<file path="src/rtl/core/farc_pkg.sv">
// Shared types, codes and port widths for the frame-aged reuse cache.
package farc_pkg;

  localparam int KEY_W      = 64;
  localparam int HIN_W      = 16;
  localparam int IN_DATA_W  = KEY_W + HIN_W;
  localparam int IN_USER_W  = 3;
  localparam int OUT_DATA_W = 16;
  localparam int OUT_USER_W = 4;
  localparam int STATUS_W   = 3;

  localparam logic [1:0] REQ_LOOKUP = 2'd0;
  localparam logic [1:0] REQ_INSERT = 2'd1;
  localparam logic [1:0] REQ_TICK   = 2'd2;

  localparam logic [STATUS_W-1:0] ST_MISS    = 3'd0;
  localparam logic [STATUS_W-1:0] ST_HIT     = 3'd1;
  localparam logic [STATUS_W-1:0] ST_INSERT  = 3'd2;
  localparam logic [STATUS_W-1:0] ST_FULL    = 3'd3;
  localparam logic [STATUS_W-1:0] ST_EVICT   = 3'd4;
  localparam logic [STATUS_W-1:0] ST_DONE    = 3'd5;

  localparam logic [1:0] AGE_OLD = 2'd3;

  typedef enum logic [3:0] {
    S_IDLE,
    S_DISP,
    S_LCMP,
    S_LMOV,
    S_TSTART,
    S_TCHK,
    S_TEV,
    S_TMOV,
    S_TADV,
    S_TNEXT,
    S_RES
  } state_t;

  typedef enum logic {
    RD_LAST,
    RD_IDX_M1
  } rd_src_t;

  typedef enum logic [1:0] {
    WR_INS,
    WR_AGED,
    WR_MOVED
  } wr_src_t;

  typedef struct packed {
    logic                cap;
    logic                idx_load;
    logic                idx_dec;
    logic                pool_wr;
    logic                pool_val;
    logic                rd_en;
    rd_src_t             rd_src;
    logic                wr_en;
    wr_src_t             wr_src;
    logic                cnt_inc;
    logic                cnt_dec;
    logic                hold_handle;
    logic                out_load;
    logic [STATUS_W-1:0] out_status;
    logic                out_last;
  } cmd_t;

  typedef struct packed {
    logic [1:0] req;
    logic       pool_one;
    logic       cnt_zero;
    logic       full;
    logic       idx_zero;
    logic       idx_is_last;
    logic       hit;
    logic       old;
    logic       out_free;
  } sts_t;

endpackage

</file>
<file path="src/rtl/core/farc_ctrl.sv">
// Sequencing controller for lookups, inserts and frame ticks.
module farc_ctrl
  import farc_pkg::*;
(
  input  logic clk,
  input  logic rst_n,
  input  logic in_tvalid,
  output logic in_tready,
  input  sts_t sts,
  output cmd_t cmd
);

  state_t              state_r, state_nxt;
  logic [STATUS_W-1:0] code_r, code_nxt;

  always_ff @(posedge clk) begin
    if (!rst_n) begin
      state_r <= S_IDLE;
      code_r  <= ST_MISS;
    end else begin
      state_r <= state_nxt;
      code_r  <= code_nxt;
    end
  end

  always_comb begin
    state_nxt = state_r;
    code_nxt  = code_r;
    case (state_r)
      S_IDLE: begin
        if (in_tvalid) state_nxt = S_DISP;
      end
      S_DISP: begin
        case (sts.req)
          REQ_LOOKUP: begin
            if (sts.cnt_zero) begin
              code_nxt  = ST_MISS;
              state_nxt = S_RES;
            end else begin
              state_nxt = S_LCMP;
            end
          end
          REQ_INSERT: begin
            code_nxt  = sts.full ? ST_FULL : ST_INSERT;
            state_nxt = S_RES;
          end
          REQ_TICK: state_nxt = S_TSTART;
          default:  state_nxt = S_IDLE;
        endcase
      end
      S_LCMP: begin
        if (sts.hit) begin
          code_nxt  = ST_HIT;
          state_nxt = sts.idx_is_last ? S_RES : S_LMOV;
        end else if (sts.idx_zero) begin
          code_nxt  = ST_MISS;
          state_nxt = S_RES;
        end
      end
      S_LMOV: state_nxt = S_RES;
      S_TSTART: begin
        state_nxt = sts.cnt_zero ? S_TNEXT : S_TCHK;
      end
      S_TCHK: begin
        if (sts.old) begin
          state_nxt = S_TEV;
        end else if (sts.idx_zero) begin
          state_nxt = S_TNEXT;
        end
      end
      S_TEV: begin
        if (sts.out_free) state_nxt = sts.idx_is_last ? S_TADV : S_TMOV;
      end
      S_TMOV: state_nxt = S_TADV;
      S_TADV: state_nxt = sts.idx_zero ? S_TNEXT : S_TCHK;
      S_TNEXT: begin
        if (sts.pool_one) begin
          code_nxt  = ST_DONE;
          state_nxt = S_RES;
        end else begin
          state_nxt = S_TSTART;
        end
      end
      S_RES: begin
        if (sts.out_free) state_nxt = S_IDLE;
      end
      default: state_nxt = S_IDLE;
    endcase
  end

  always_comb begin
    cmd            = '0;
    cmd.rd_src     = RD_LAST;
    cmd.wr_src     = WR_INS;
    cmd.out_status = code_r;
    in_tready      = 1'b0;
    case (state_r)
      S_IDLE: begin
        in_tready = 1'b1;
        cmd.cap   = in_tvalid;
      end
      S_DISP: begin
        case (sts.req)
          REQ_LOOKUP: begin
            if (!sts.cnt_zero) begin
              cmd.rd_en    = 1'b1;
              cmd.rd_src   = RD_LAST;
              cmd.idx_load = 1'b1;
            end
          end
          REQ_INSERT: begin
            if (!sts.full) begin
              cmd.wr_en   = 1'b1;
              cmd.wr_src  = WR_INS;
              cmd.cnt_inc = 1'b1;
            end
          end
          REQ_TICK: begin
            cmd.pool_wr  = 1'b1;
            cmd.pool_val = 1'b0;
          end
          default: ;
        endcase
      end
      S_LCMP: begin
        if (sts.hit) begin
          cmd.hold_handle = 1'b1;
          if (sts.idx_is_last) begin
            cmd.cnt_dec = 1'b1;
          end else begin
            cmd.rd_en  = 1'b1;
            cmd.rd_src = RD_LAST;
          end
        end else if (!sts.idx_zero) begin
          cmd.rd_en   = 1'b1;
          cmd.rd_src  = RD_IDX_M1;
          cmd.idx_dec = 1'b1;
        end
      end
      S_LMOV, S_TMOV: begin
        cmd.wr_en   = 1'b1;
        cmd.wr_src  = WR_MOVED;
        cmd.cnt_dec = 1'b1;
      end
      S_TSTART: begin
        if (!sts.cnt_zero) begin
          cmd.rd_en    = 1'b1;
          cmd.rd_src   = RD_LAST;
          cmd.idx_load = 1'b1;
        end
      end
      S_TCHK: begin
        if (sts.old) begin
          cmd.hold_handle = 1'b1;
        end else begin
          cmd.wr_en  = 1'b1;
          cmd.wr_src = WR_AGED;
          if (!sts.idx_zero) begin
            cmd.rd_en   = 1'b1;
            cmd.rd_src  = RD_IDX_M1;
            cmd.idx_dec = 1'b1;
          end
        end
      end
      S_TEV: begin
        if (sts.out_free) begin
          cmd.out_load   = 1'b1;
          cmd.out_status = ST_EVICT;
          cmd.out_last   = 1'b0;
          if (sts.idx_is_last) begin
            cmd.cnt_dec = 1'b1;
          end else begin
            cmd.rd_en  = 1'b1;
            cmd.rd_src = RD_LAST;
          end
        end
      end
      S_TADV: begin
        if (!sts.idx_zero) begin
          cmd.rd_en   = 1'b1;
          cmd.rd_src  = RD_IDX_M1;
          cmd.idx_dec = 1'b1;
        end
      end
      S_TNEXT: begin
        if (!sts.pool_one) begin
          cmd.pool_wr  = 1'b1;
          cmd.pool_val = 1'b1;
        end
      end
      S_RES: begin
        if (sts.out_free) begin
          cmd.out_load   = 1'b1;
          cmd.out_status = code_r;
          cmd.out_last   = 1'b1;
        end
      end
      default: ;
    endcase
  end

endmodule

</file>
<file path="src/rtl/core/farc_dp.sv">
// Datapath with the entry memory, pool counts, scan index and result register.
module farc_dp
  import farc_pkg::*;
#(
  parameter int POOL_DEPTH  = 16,
  parameter int HANDLE_BITS = 16
) (
  input  logic                  clk,
  input  logic                  rst_n,
  input  logic [IN_DATA_W-1:0]  in_tdata,
  input  logic [IN_USER_W-1:0]  in_tuser,
  input  cmd_t                  cmd,
  output sts_t                  sts,
  output logic                  out_tvalid,
  input  logic                  out_tready,
  output logic [OUT_DATA_W-1:0] out_tdata,
  output logic [OUT_USER_W-1:0] out_tuser,
  output logic                  out_tlast
);

  localparam int HW = (HANDLE_BITS < HIN_W) ? HANDLE_BITS : HIN_W;
  localparam int IW = $clog2(POOL_DEPTH);
  localparam int CW = $clog2(POOL_DEPTH + 1);
  localparam int AW = IW + 1;
  localparam int MD = 2 ** AW;
  localparam int EW = KEY_W + HW + 2;

  logic [EW-1:0]       mem [MD];
  logic [EW-1:0]       rdata_r;
  logic [1:0]          req_r;
  logic                pool_r;
  logic [KEY_W-1:0]    key_r;
  logic [HW-1:0]       hin_r;
  logic [IW-1:0]       idx_r;
  logic [CW-1:0]       cnt_r [2];
  logic [CW-1:0]       cnt_sel;
  logic [CW-1:0]       cnt_m1;
  logic [HW-1:0]       res_handle_r;
  logic [AW-1:0]       rd_addr;
  logic [AW-1:0]       wr_addr;
  logic [EW-1:0]       wr_data;
  logic [1:0]          rd_age;
  logic [HW-1:0]       rd_handle;
  logic [KEY_W-1:0]    rd_key;
  logic                out_valid_r;
  logic [STATUS_W-1:0] out_status_r;
  logic [HW-1:0]       out_handle_r;
  logic                out_pool_r;
  logic                out_last_r;
  logic                out_free;

  assign cnt_sel   = cnt_r[pool_r];
  assign cnt_m1    = cnt_sel - CW'(1);
  assign rd_age    = rdata_r[1:0];
  assign rd_handle = rdata_r[HW+1:2];
  assign rd_key    = rdata_r[EW-1:HW+2];
  assign out_free  = !out_valid_r || out_tready;

  always_comb begin
    case (cmd.rd_src)
      RD_LAST:   rd_addr = {pool_r, cnt_m1[IW-1:0]};
      RD_IDX_M1: rd_addr = {pool_r, idx_r - IW'(1)};
      default:   rd_addr = {pool_r, idx_r};
    endcase
  end

  always_comb begin
    case (cmd.wr_src)
      WR_INS: begin
        wr_addr = {pool_r, cnt_sel[IW-1:0]};
        wr_data = {key_r, hin_r, 2'd0};
      end
      WR_AGED: begin
        wr_addr = {pool_r, idx_r};
        wr_data = {rd_key, rd_handle, rd_age + 2'd1};
      end
      default: begin
        wr_addr = {pool_r, idx_r};
        wr_data = rdata_r;
      end
    endcase
  end

  always_ff @(posedge clk) begin
    if (cmd.wr_en) mem[wr_addr] <= wr_data;
    if (cmd.rd_en) rdata_r <= mem[rd_addr];
  end

  always_ff @(posedge clk) begin
    if (cmd.cap) begin
      req_r  <= in_tuser[1:0];
      pool_r <= in_tuser[2];
      key_r  <= in_tdata[KEY_W-1:0];
      hin_r  <= in_tdata[KEY_W +: HW];
    end else if (cmd.pool_wr) begin
      pool_r <= cmd.pool_val;
    end
    if (cmd.idx_load) begin
      idx_r <= cnt_m1[IW-1:0];
    end else if (cmd.idx_dec) begin
      idx_r <= idx_r - IW'(1);
    end
    if (cmd.hold_handle) res_handle_r <= rd_handle;
  end

  always_ff @(posedge clk) begin
    if (!rst_n) begin
      cnt_r[0] <= '0;
      cnt_r[1] <= '0;
    end else if (cmd.cnt_inc) begin
      cnt_r[pool_r] <= cnt_sel + CW'(1);
    end else if (cmd.cnt_dec) begin
      cnt_r[pool_r] <= cnt_m1;
    end
  end

  always_ff @(posedge clk) begin
    if (!rst_n) begin
      out_valid_r <= 1'b0;
    end else if (cmd.out_load) begin
      out_valid_r <= 1'b1;
    end else if (out_tready) begin
      out_valid_r <= 1'b0;
    end
  end

  always_ff @(posedge clk) begin
    if (cmd.out_load) begin
      out_status_r <= cmd.out_status;
      out_last_r   <= cmd.out_last;
      out_handle_r <= (cmd.out_status == ST_HIT || cmd.out_status == ST_EVICT) ?
                      res_handle_r : '0;
      out_pool_r   <= (cmd.out_status == ST_DONE) ? 1'b0 : pool_r;
    end
  end

  assign sts.req         = req_r;
  assign sts.pool_one    = pool_r;
  assign sts.cnt_zero    = (cnt_sel == '0);
  assign sts.full        = (cnt_sel == CW'(POOL_DEPTH));
  assign sts.idx_zero    = (idx_r == '0);
  assign sts.idx_is_last = (CW'(idx_r) == cnt_m1);
  assign sts.hit         = (rd_key == key_r) && rd_age[1];
  assign sts.old         = (rd_age == AGE_OLD);
  assign sts.out_free    = out_free;

  assign out_tvalid = out_valid_r;
  assign out_tdata  = OUT_DATA_W'(out_handle_r);
  assign out_tuser  = {out_pool_r, out_status_r};
  assign out_tlast  = out_last_r;

endmodule

</file>
<file path="src/rtl/core/frame_aged_reuse_cache_top.sv">
// Frame-aged reuse cache: two pools of released allocations with deferred free.
// One request is taken at a time and in_tready is high only while the block is idle.
// All entries live in one memory with one read and one write port, and the scan
// reads one entry per cycle while no eviction waits on the result register. A lookup
// scans up to POOL_DEPTH entries and a hit moves the last entry into its slot; a frame
// tick visits every entry in both pools and evicts the old ones. Results go through a
// single output register, so a stalled result consumer stretches a tick.
module frame_aged_reuse_cache_top
  import farc_pkg::*;
#(
  parameter int POOL_DEPTH  = 16,
  parameter int HANDLE_BITS = 16
) (
  input  logic                  clk,
  input  logic                  rst_n,
  input  logic                  in_tvalid,
  output logic                  in_tready,
  input  logic [IN_DATA_W-1:0]  in_tdata,   // key_hash[63:0], handle_in[79:64]
  input  logic [IN_USER_W-1:0]  in_tuser,   // req_type[1:0], pool_sel[2]
  output logic                  out_tvalid,
  input  logic                  out_tready,
  output logic [OUT_DATA_W-1:0] out_tdata,  // handle_out[15:0]
  output logic [OUT_USER_W-1:0] out_tuser,  // status[2:0], pool_out[3]
  output logic                  out_tlast
);

  cmd_t cmd;
  sts_t sts;

  farc_ctrl u_ctrl (
    .clk       (clk),
    .rst_n     (rst_n),
    .in_tvalid (in_tvalid),
    .in_tready (in_tready),
    .sts       (sts),
    .cmd       (cmd)
  );

  farc_dp #(
    .POOL_DEPTH  (POOL_DEPTH),
    .HANDLE_BITS (HANDLE_BITS)
  ) u_dp (
    .clk        (clk),
    .rst_n      (rst_n),
    .in_tdata   (in_tdata),
    .in_tuser   (in_tuser),
    .cmd        (cmd),
    .sts        (sts),
    .out_tvalid (out_tvalid),
    .out_tready (out_tready),
    .out_tdata  (out_tdata),
    .out_tuser  (out_tuser),
    .out_tlast  (out_tlast)
  );

  a_no_overwrite: assert property (@(posedge clk) disable iff (!rst_n)
    cmd.out_load |-> sts.out_free)
    else $error("result register loaded while a result is still pending");

  a_insert_not_full: assert property (@(posedge clk) disable iff (!rst_n)
    (cmd.wr_en && cmd.wr_src == WR_INS) |-> !sts.full)
    else $error("insert written into a full pool");

  a_remove_nonempty: assert property (@(posedge clk) disable iff (!rst_n)
    cmd.cnt_dec |-> !sts.cnt_zero)
    else $error("entry removed from an empty pool");

  a_idle_no_result: assert property (@(posedge clk) disable iff (!rst_n)
    (in_tvalid && in_tready) |=> !cmd.out_load)
    else $error("result issued in the cycle after a request transfer");

endmodule

</file>
<file path="config.mk">
export PLATFORM = sky130hd
export DESIGN_NAME = frame_aged_reuse_cache_top
export DESIGN_NICKNAME = d
export VERILOG_FILES = /design/src/rtl/core/farc_pkg.sv /design/src/rtl/core/farc_ctrl.sv /design/src/rtl/core/farc_dp.sv /design/src/rtl/core/frame_aged_reuse_cache_top.sv
export SDC_FILE = /design/constraint.sdc
export NUM_CORES = 2
export LEC_CHECK = 0
export BUFFER_PORTS_ARGS = -buffer_cell sky130_fd_sc_hd__buf_2
export CAP_MARGIN = 0
export CORE_MARGIN = 5
export CORE_UTILIZATION = 62
export CTS_BUF_LIST = sky130_fd_sc_hd__clkbuf_8
export DETAILED_ROUTE_END_ITERATION = 10
export GPL_ROUTABILITY_DRIVEN = 1
export PLACE_DENSITY = 0.78
export SLEW_MARGIN = 20
export SYNTH_ARGS = -nofsm -noshare
export SYNTH_HDL_FRONTEND = slang
export SYNTH_SLANG_ARGS = --single-unit
</file>
<file path="constraint.sdc">
create_clock -name clk -period 18.75 [get_ports clk]
set_clock_uncertainty 0.1 [all_clocks]
set_input_delay 3.75 -clock clk [delete_from_list [all_inputs] [get_ports clk]]
set_output_delay 3.75 -clock clk [all_outputs]
set_load 0.05 [all_outputs]
</file>
After elaboration in Yosys (flattened, before gate mapping)
Memory sizes are Yosys's and may differ from the RTL's. A register that Yosys moved wholly into a read port is not among the register bits.
Cells that the tools add are included.
{"block": "word_totals", "regBits": 132, "ramBits": 2634, "in_bits": 87, "output_inout_bits": 23, "elab_cells": 145, "mem_count": 2}
{"block": "op_classes", "addsub": 4, "n_eq_ne": 28, "mux": 79, "bitwise": 2, "n_reduce_logical": 17}
{"name": "u_dp.mem", "words": 32, "word_bits": 82, "rd": 1, "rd_clocked_by_memory_dff": 1, "write_ports": 1, "line": "farc_dp.sv:28", "rtl": "logic [EW-1:0] mem [MD];"}
{"name": "u_dp.cnt_r", "words": 2, "word_bits": 5, "rd": 1, "rd_clocked_by_memory_dff": 1, "write_ports": 2, "line": "farc_dp.sv:35", "rtl": "logic [CW-1:0] cnt_r [2];"}
{"operator": "$pmux 82 s2", "n": 1}
{"operator": "$mux 4", "n": 18}
{"operator": "$eq 64x64->1", "n": 1}
{"operator": "$pmux 4 s11", "n": 1}
{"operator": "$mux 1", "n": 29}
{"operator": "$mux 5", "n": 5}
{"operator": "$pmux 5 s2", "n": 2}
{"operator": "$mux 2", "n": 9}
{"operator": "$pmux 3 s3", "n": 2}
{"operator": "$eq 4x3->1 const B", "n": 4}
{"operator": "$eq 4x4->1 const B", "n": 3}
{"operator": "$mux 3", "n": 4}
{"operator": "$pmux 2 s6", "n": 1}
{"operator": "$pmux 4 s3", "n": 1}
{"operator": "$reduce_and 5->1", "n": 2}
{"operator": "$ne 3x2->1 const B", "n": 3}
{"operator": "$eq 4x2->1 const B", "n": 2}
{"operator": "$logic_not 4->1", "n": 2}
{"operator": "$eq 3x3->1 const B", "n": 2}
{"operator": "$ne 2x1->1 const B", "n": 3}
{"operator": "$pmux 1 s3", "n": 2}
{"operator": "$pmux 3 s2", "n": 1}
{"operator": "$reduce_bool 2->1", "n": 3}
{"operator": "$add 5x1->5 const B", "n": 1}
{"operator": "other kinds (23)", "n": 28}

Longest topological paths before layout
{"block": "logic_depth", "ltp_word": 12, "depth_mapped": 17, "ltp_nobuf": 12}

Hierarchy
A second synthesis with hierarchy kept.
{"block": "unflattened", "hier_cells": 4953, "area_unflattened_um2": 110253.2}
{"module": "farc_dp", "n_inst": 1, "cells_per_inst": 4837, "area_each_um2": 109409.9, "seq_area_each_um2": 85321.8}
{"module": "farc_ctrl", "n_inst": 1, "cells_per_inst": 116, "area_each_um2": 843.3, "seq_area_each_um2": 140.1}

Least setup slack after synthesis
Ideal clock, no wire load.
{"block": "synth_timing", "path_kind": "input port to flip-flop", "start": "input out_tready", "end": "register u_dp.rdata_r[0] (read register of u_dp.mem), enable pin", "setup_ps": 544, "arrival_time_ps": 8148, "required_ps": 18106, "slack_ps": 9957, "path_stages": 4, "path_buffers": 0, "cell_sequence": "nand2b_1 > nand4_1 > a21boi_0 > o211ai_1"}
{"item": "start: declaration", "line": "frame_aged_reuse_cache_top.sv:21", "rtl": "input logic out_tready,"}
{"item": "end: declaration", "line": "farc_dp.sv:29", "rtl": "logic [EW-1:0] rdata_r;"}

Worst setup path in the final report
{"block": "layout_timing", "start": "register u_dp.key_r[24]", "end": "register u_dp.rdata_r[47] (read register of u_dp.mem) (data pin)"}
{"block": "layout_via", "elab_chain_len": 6}
{"item": "start: declaration", "line": "farc_dp.sv:32", "rtl": "logic [KEY_W-1:0] key_r;"}
{"item": "start signal: assignment", "line": "farc_dp.sv:93", "rtl": "key_r <= in_tdata[KEY_W-1:0];"}
{"item": "$eq 64x64->1 *", "line": "farc_dp.sv:143", "rtl": "assign sts.hit = (rd_key == key_r) && rd_age[1];"}
{"item": "$logic_and 1x1->1 *", "line": "farc_dp.sv:143"}
{"item": "$mux 2 *", "line": "farc_ctrl.sv:126", "rtl": "if (sts.hit) begin"}
{"item": "$pmux 2 s6 *", "line": "farc_ctrl.sv:97", "rtl": "case (state_r)"}
{"item": "$not 1->1", "line": "farc_dp.sv:60", "rtl": "case (cmd.rd_src)"}
{"item": "$pmux 5 s2", "line": "farc_dp.sv:60"}
Mark *: on every way between the ends. The rest lies on a longest branch, timed or not. The select of a mux whose other input is x is not followed.
A chain may end at the register's enable or synchronous reset.

==> flow_metrics.tcl <==
set metrics [dict create \
    status "complete, no violations" \
    hpwl_mm 157 \
    cts_buffers 442 \
    cts_buffer_depth 4 \
    first_pass_iters 9 \
    ios 110 \
    grtUsageMet2_pct 49.0 \
    tns_ns 0 \
    r2r_setup_slack_ns 10.84 \
    cp_max_fo 167 \
    seq_area_frac_synth_pct 75.6 \
    reg2reg_depth 15 \
    internal_power_mw 13.4 \
    antenna_left 0 \
    p_leak_nw 42.7 \
    max_stage_delay_ns 0.81 \
    tightestPinTransition_ns 1.30 \
    holdPathEnd "u_dp.res_handle_r[7]$_DFFE_PP_" \
    ys_types 65 \
    clkSlewWorstSetupHoldPaths_ns 0.07 \
    setup_viol 0 \
    fin_util_pct 68.4 \
    period_share_pct 42.2 \
    drtIter0Drc 12647 \
    hold_start "u_dp.rdata_r[9]$_DFFE_PP_" \
    start_kind "flip-flop" \
    grtUsageTotal_pct 32.2 \
    cts-resized-gates 0 \
    num-nets-final 8198 \
    holdWs_ns 0.342 \
    nFillCells 11725 \
    cts_sinks 2849 \
    htree_levels 5 \
    clock_power_share_pct 20.1 \
    dieArea_um2 191000 \
    synth-main-ff-cell "edfxtp_1" \
    busiest_layer "met2" \
    syn-cell-area_um2 113000 \
    max-cap-violations 0 \
    die_w_um 437 \
    grt_first_pass_wirelength_mm 452 \
    p_comb_share_pct 44.7 \
    crit_arrival_ns 8.60 \
    min_path_cells 0 \
    syn_area_per_cell_um2 14.3 \
    setup.worst_path.end_class "flip-flop" \
    worstSetupPathType "reg2reg" \
    vias 71736 \
    hold_violations 0 \
    port_buffers 109 \
    grt_overflow 0 \
    synth_fp_nets 8002 \
    vias_per_cell 6.64 \
    r2r_end "u_dp.rdata_r[47]$_DFFE_PP_" \
    ys_seq_elements 2849 \
    drv_slew 0 \
    met1_usage_pct 44.0 \
    holdBufCountCts 0 \
    cpMostUsedCell "buf_4" \
    rsz0062_at_grt "false" \
    worstPathCellList "xnor2_1 > nand4_1 > nor4_1 > nand4_1 > o211ai_1 > and2_4 > buf_4 > buf_12 > buf_4 > buf_4 > mux2i_1 > o22ai_1 > a211oi_1 > or3_1 > o31ai_1" \
    wirelength_mm 315 \
    drcViolationCount 0 \
    fin_total_pwr_mw 23.4 \
    insertion_delay_ns 1.12 \
    use_met3_pct 7.52 \
    seqPwrFrac_pct 35.2 \
    ys_warn_count 0 \
    switchingPower_mw 9.99 \
    grt_max_degree 198 \
    ir_drop_v 0.000389 \
    drive_gt1_share_pct 10.8 \
    hold_class "reg2reg" \
    fmax_ghz 0.126 \
    netlist_instances 7910 \
    cts_root_buffer "clkbuf_8" \
    timing.rr.start "u_dp.key_r[24]$_DFFE_PP_" \
    avgRoutedWirePerCell_um 29.1 \
    grt_pass1_vias 69033 \
    gp_congestion 0.900 \
    p_per_area_nw_per_um2 189 \
    swShare_pct 42.7 \
    initial_utilization_pct 62.4 \
    fin_crit_ns 7.91 \
    ys_async_sr_fraction_pct 0 \
    chipHeight_um 437 \
    cp_slowest_cell "buf_4" \
    coreArea_um2 181000 \
    syn_to_final_growth_pct 9.52 \
    antenna_found_initial 29 \
    cts_setup_buffers 0 \
    rows 156 \
    relSlewSlack_pct 13.5 \
    worst_ep_required_time_ns 19.44 \
    cts_tree "done" \
    synth_edf_count 2840 \
]
cell usage after synthesis (all sizes together) (48+ instances only):
| master | number | area (µm²) |
|---|---|---|
| edfxtp | 2840 | 85300 |
| nand2 | 1881 | 7060 |
| nand3 | 898 | 4490 |
| mux2i | 488 | 4910 |
| buf | 258 | 1330 |
| clkbuf | 244 | 916 |
| a21oi | 153 | 769 |
| nor2 | 101 | 379 |
| and3 | 100 | 626 |
| a311oi | 92 | 806 |
| a31oi | 92 | 576 |
| o221ai | 79 | 692 |
| mux2 | 74 | 833 |
| o22ai | 55 | 344 |
| xnor2 | 55 | 489 |
| a211oi | 53 | 398 |
| o21ai | 52 | 260 |
| o31ai | 52 | 390 |
| or3 | 48 | 300 |
cells in the final DEF (no fill, tap or decap), drive strengths merged, types with 100 or more instances in the layout:
cell type     n
edfxtp     2840
nand2      1881
nand3       898
mux2i       488
clkbuf      449
buf         254
inv         164
a21oi       153
clkinv      152
nor2        101
and3        100
worst max path at each step:
stage,startpoint,end,cells after the start
2_1_floorplan,out_tready,u_dp.rdata_r[0]$_DFFE_PP_,4
3_3_place_gp,u_dp.rdata_r[22]$_DFFE_PP_,u_dp.rdata_r[69]$_DFFE_PP_,15
3_5_place_dp,u_dp.rdata_r[42]$_DFFE_PP_,u_dp.rdata_r[47]$_DFFE_PP_,15
4_1_cts,u_dp.rdata_r[42]$_DFFE_PP_,u_dp.rdata_r[47]$_DFFE_PP_,15
5_1_grt,u_dp.rdata_r[42]$_DFFE_PP_,u_dp.rdata_r[37]$_DFFE_PP_,15
6_report,u_dp.key_r[24]$_DFFE_PP_,u_dp.rdata_r[47]$_DFFE_PP_,15
area by class of cell:
cell class / instances / area, µm² / share of cell area, %
Sequential cell: 2849 / 85500 / 69.0
Tap cell: 2370 / 2970 / 2.39
Clock inverter: 318 / 1640 / 1.33
Clock buffer: 449 / 6180 / 4.99
Inverter: 21 / 81.3 / 0.0657
Multi-Input combinational cell: 4538 / 25700 / 20.7
Timing Repair Buffer: 254 / 1780 / 1.44
Antenna cell: 12 / 30.0 / 0.0242
sequential cells by signal, indices dropped and copies added (netlist names), named ones only:
signal,cells
u_dp.hin_r,16
u_dp.out_tvalid,1
u_dp.rdata_r,82
u_ctrl.code_r,3
u_dp.out_pool_r,1
u_ctrl.state_r,4
u_dp.idx_r,4
u_dp.cnt_r,10
u_dp.res_handle_r,16
u_dp.req_r,2
u_dp.key_r,64
u_dp.mem,2624
u_dp.pool_r,1
u_dp.out_tlast,1
u_dp.out_status_r,3
u_dp.out_tdata,16
power groups by stage:
stage	combinational [mW]	clock [mW]	sequential [mW]
after global routing	11.0	5.04	8.26
after CTS	10.2	4.74	8.24
after detailed placement	10.1	0	8.37
after global placement	9.88	0	8.35
final	10.5	4.71	8.25
after floorplan	6.85	0	8.33
cells by family after synthesis:
group           share of synthesized area (%)
simple gates                             12.3
fa+ha+maj                              0.0553
flops                                    75.6
compound gates                           4.47
xor+xnor                                0.479
buf+inv                                  2.06
mux                                      5.08
per-stage QoR:
stage / std cells / worst slack, ns / cell area, µm²
after global placement: 10031 / 11.17 / 116000
after detailed placement: 10031 / 11.16 / 116000
after global routing: 10807 / 10.62 / 124000
final: 10811 / 10.84 / 124000
after CTS: 10798 / 11.10 / 124000
after floorplan: 7910 / 9.96 / 113000
routing by layer:
metal,routed length [µm],part of all wire (%)
met2,144000,46
met5,46,0.015
met1,110000,35
met4,17900,5.7
met3,43500,14
critical path, delay by kind of cell (launching register included):
| kind | cells | cell delay [ns] |
|---|---|---|
| buffers and inverters | 4 | 2.91 |
| and+or+nand+nor | 5 | 1.97 |
| AOI/OAI and AO/OA | 4 | 0.94 |
| xor gates and xnor gates | 1 | 0.59 |
| DFF | 1 | 0.42 |
| muxes | 1 | 0.28 |
No activity file was read; power rests on OpenSTA's default activity.
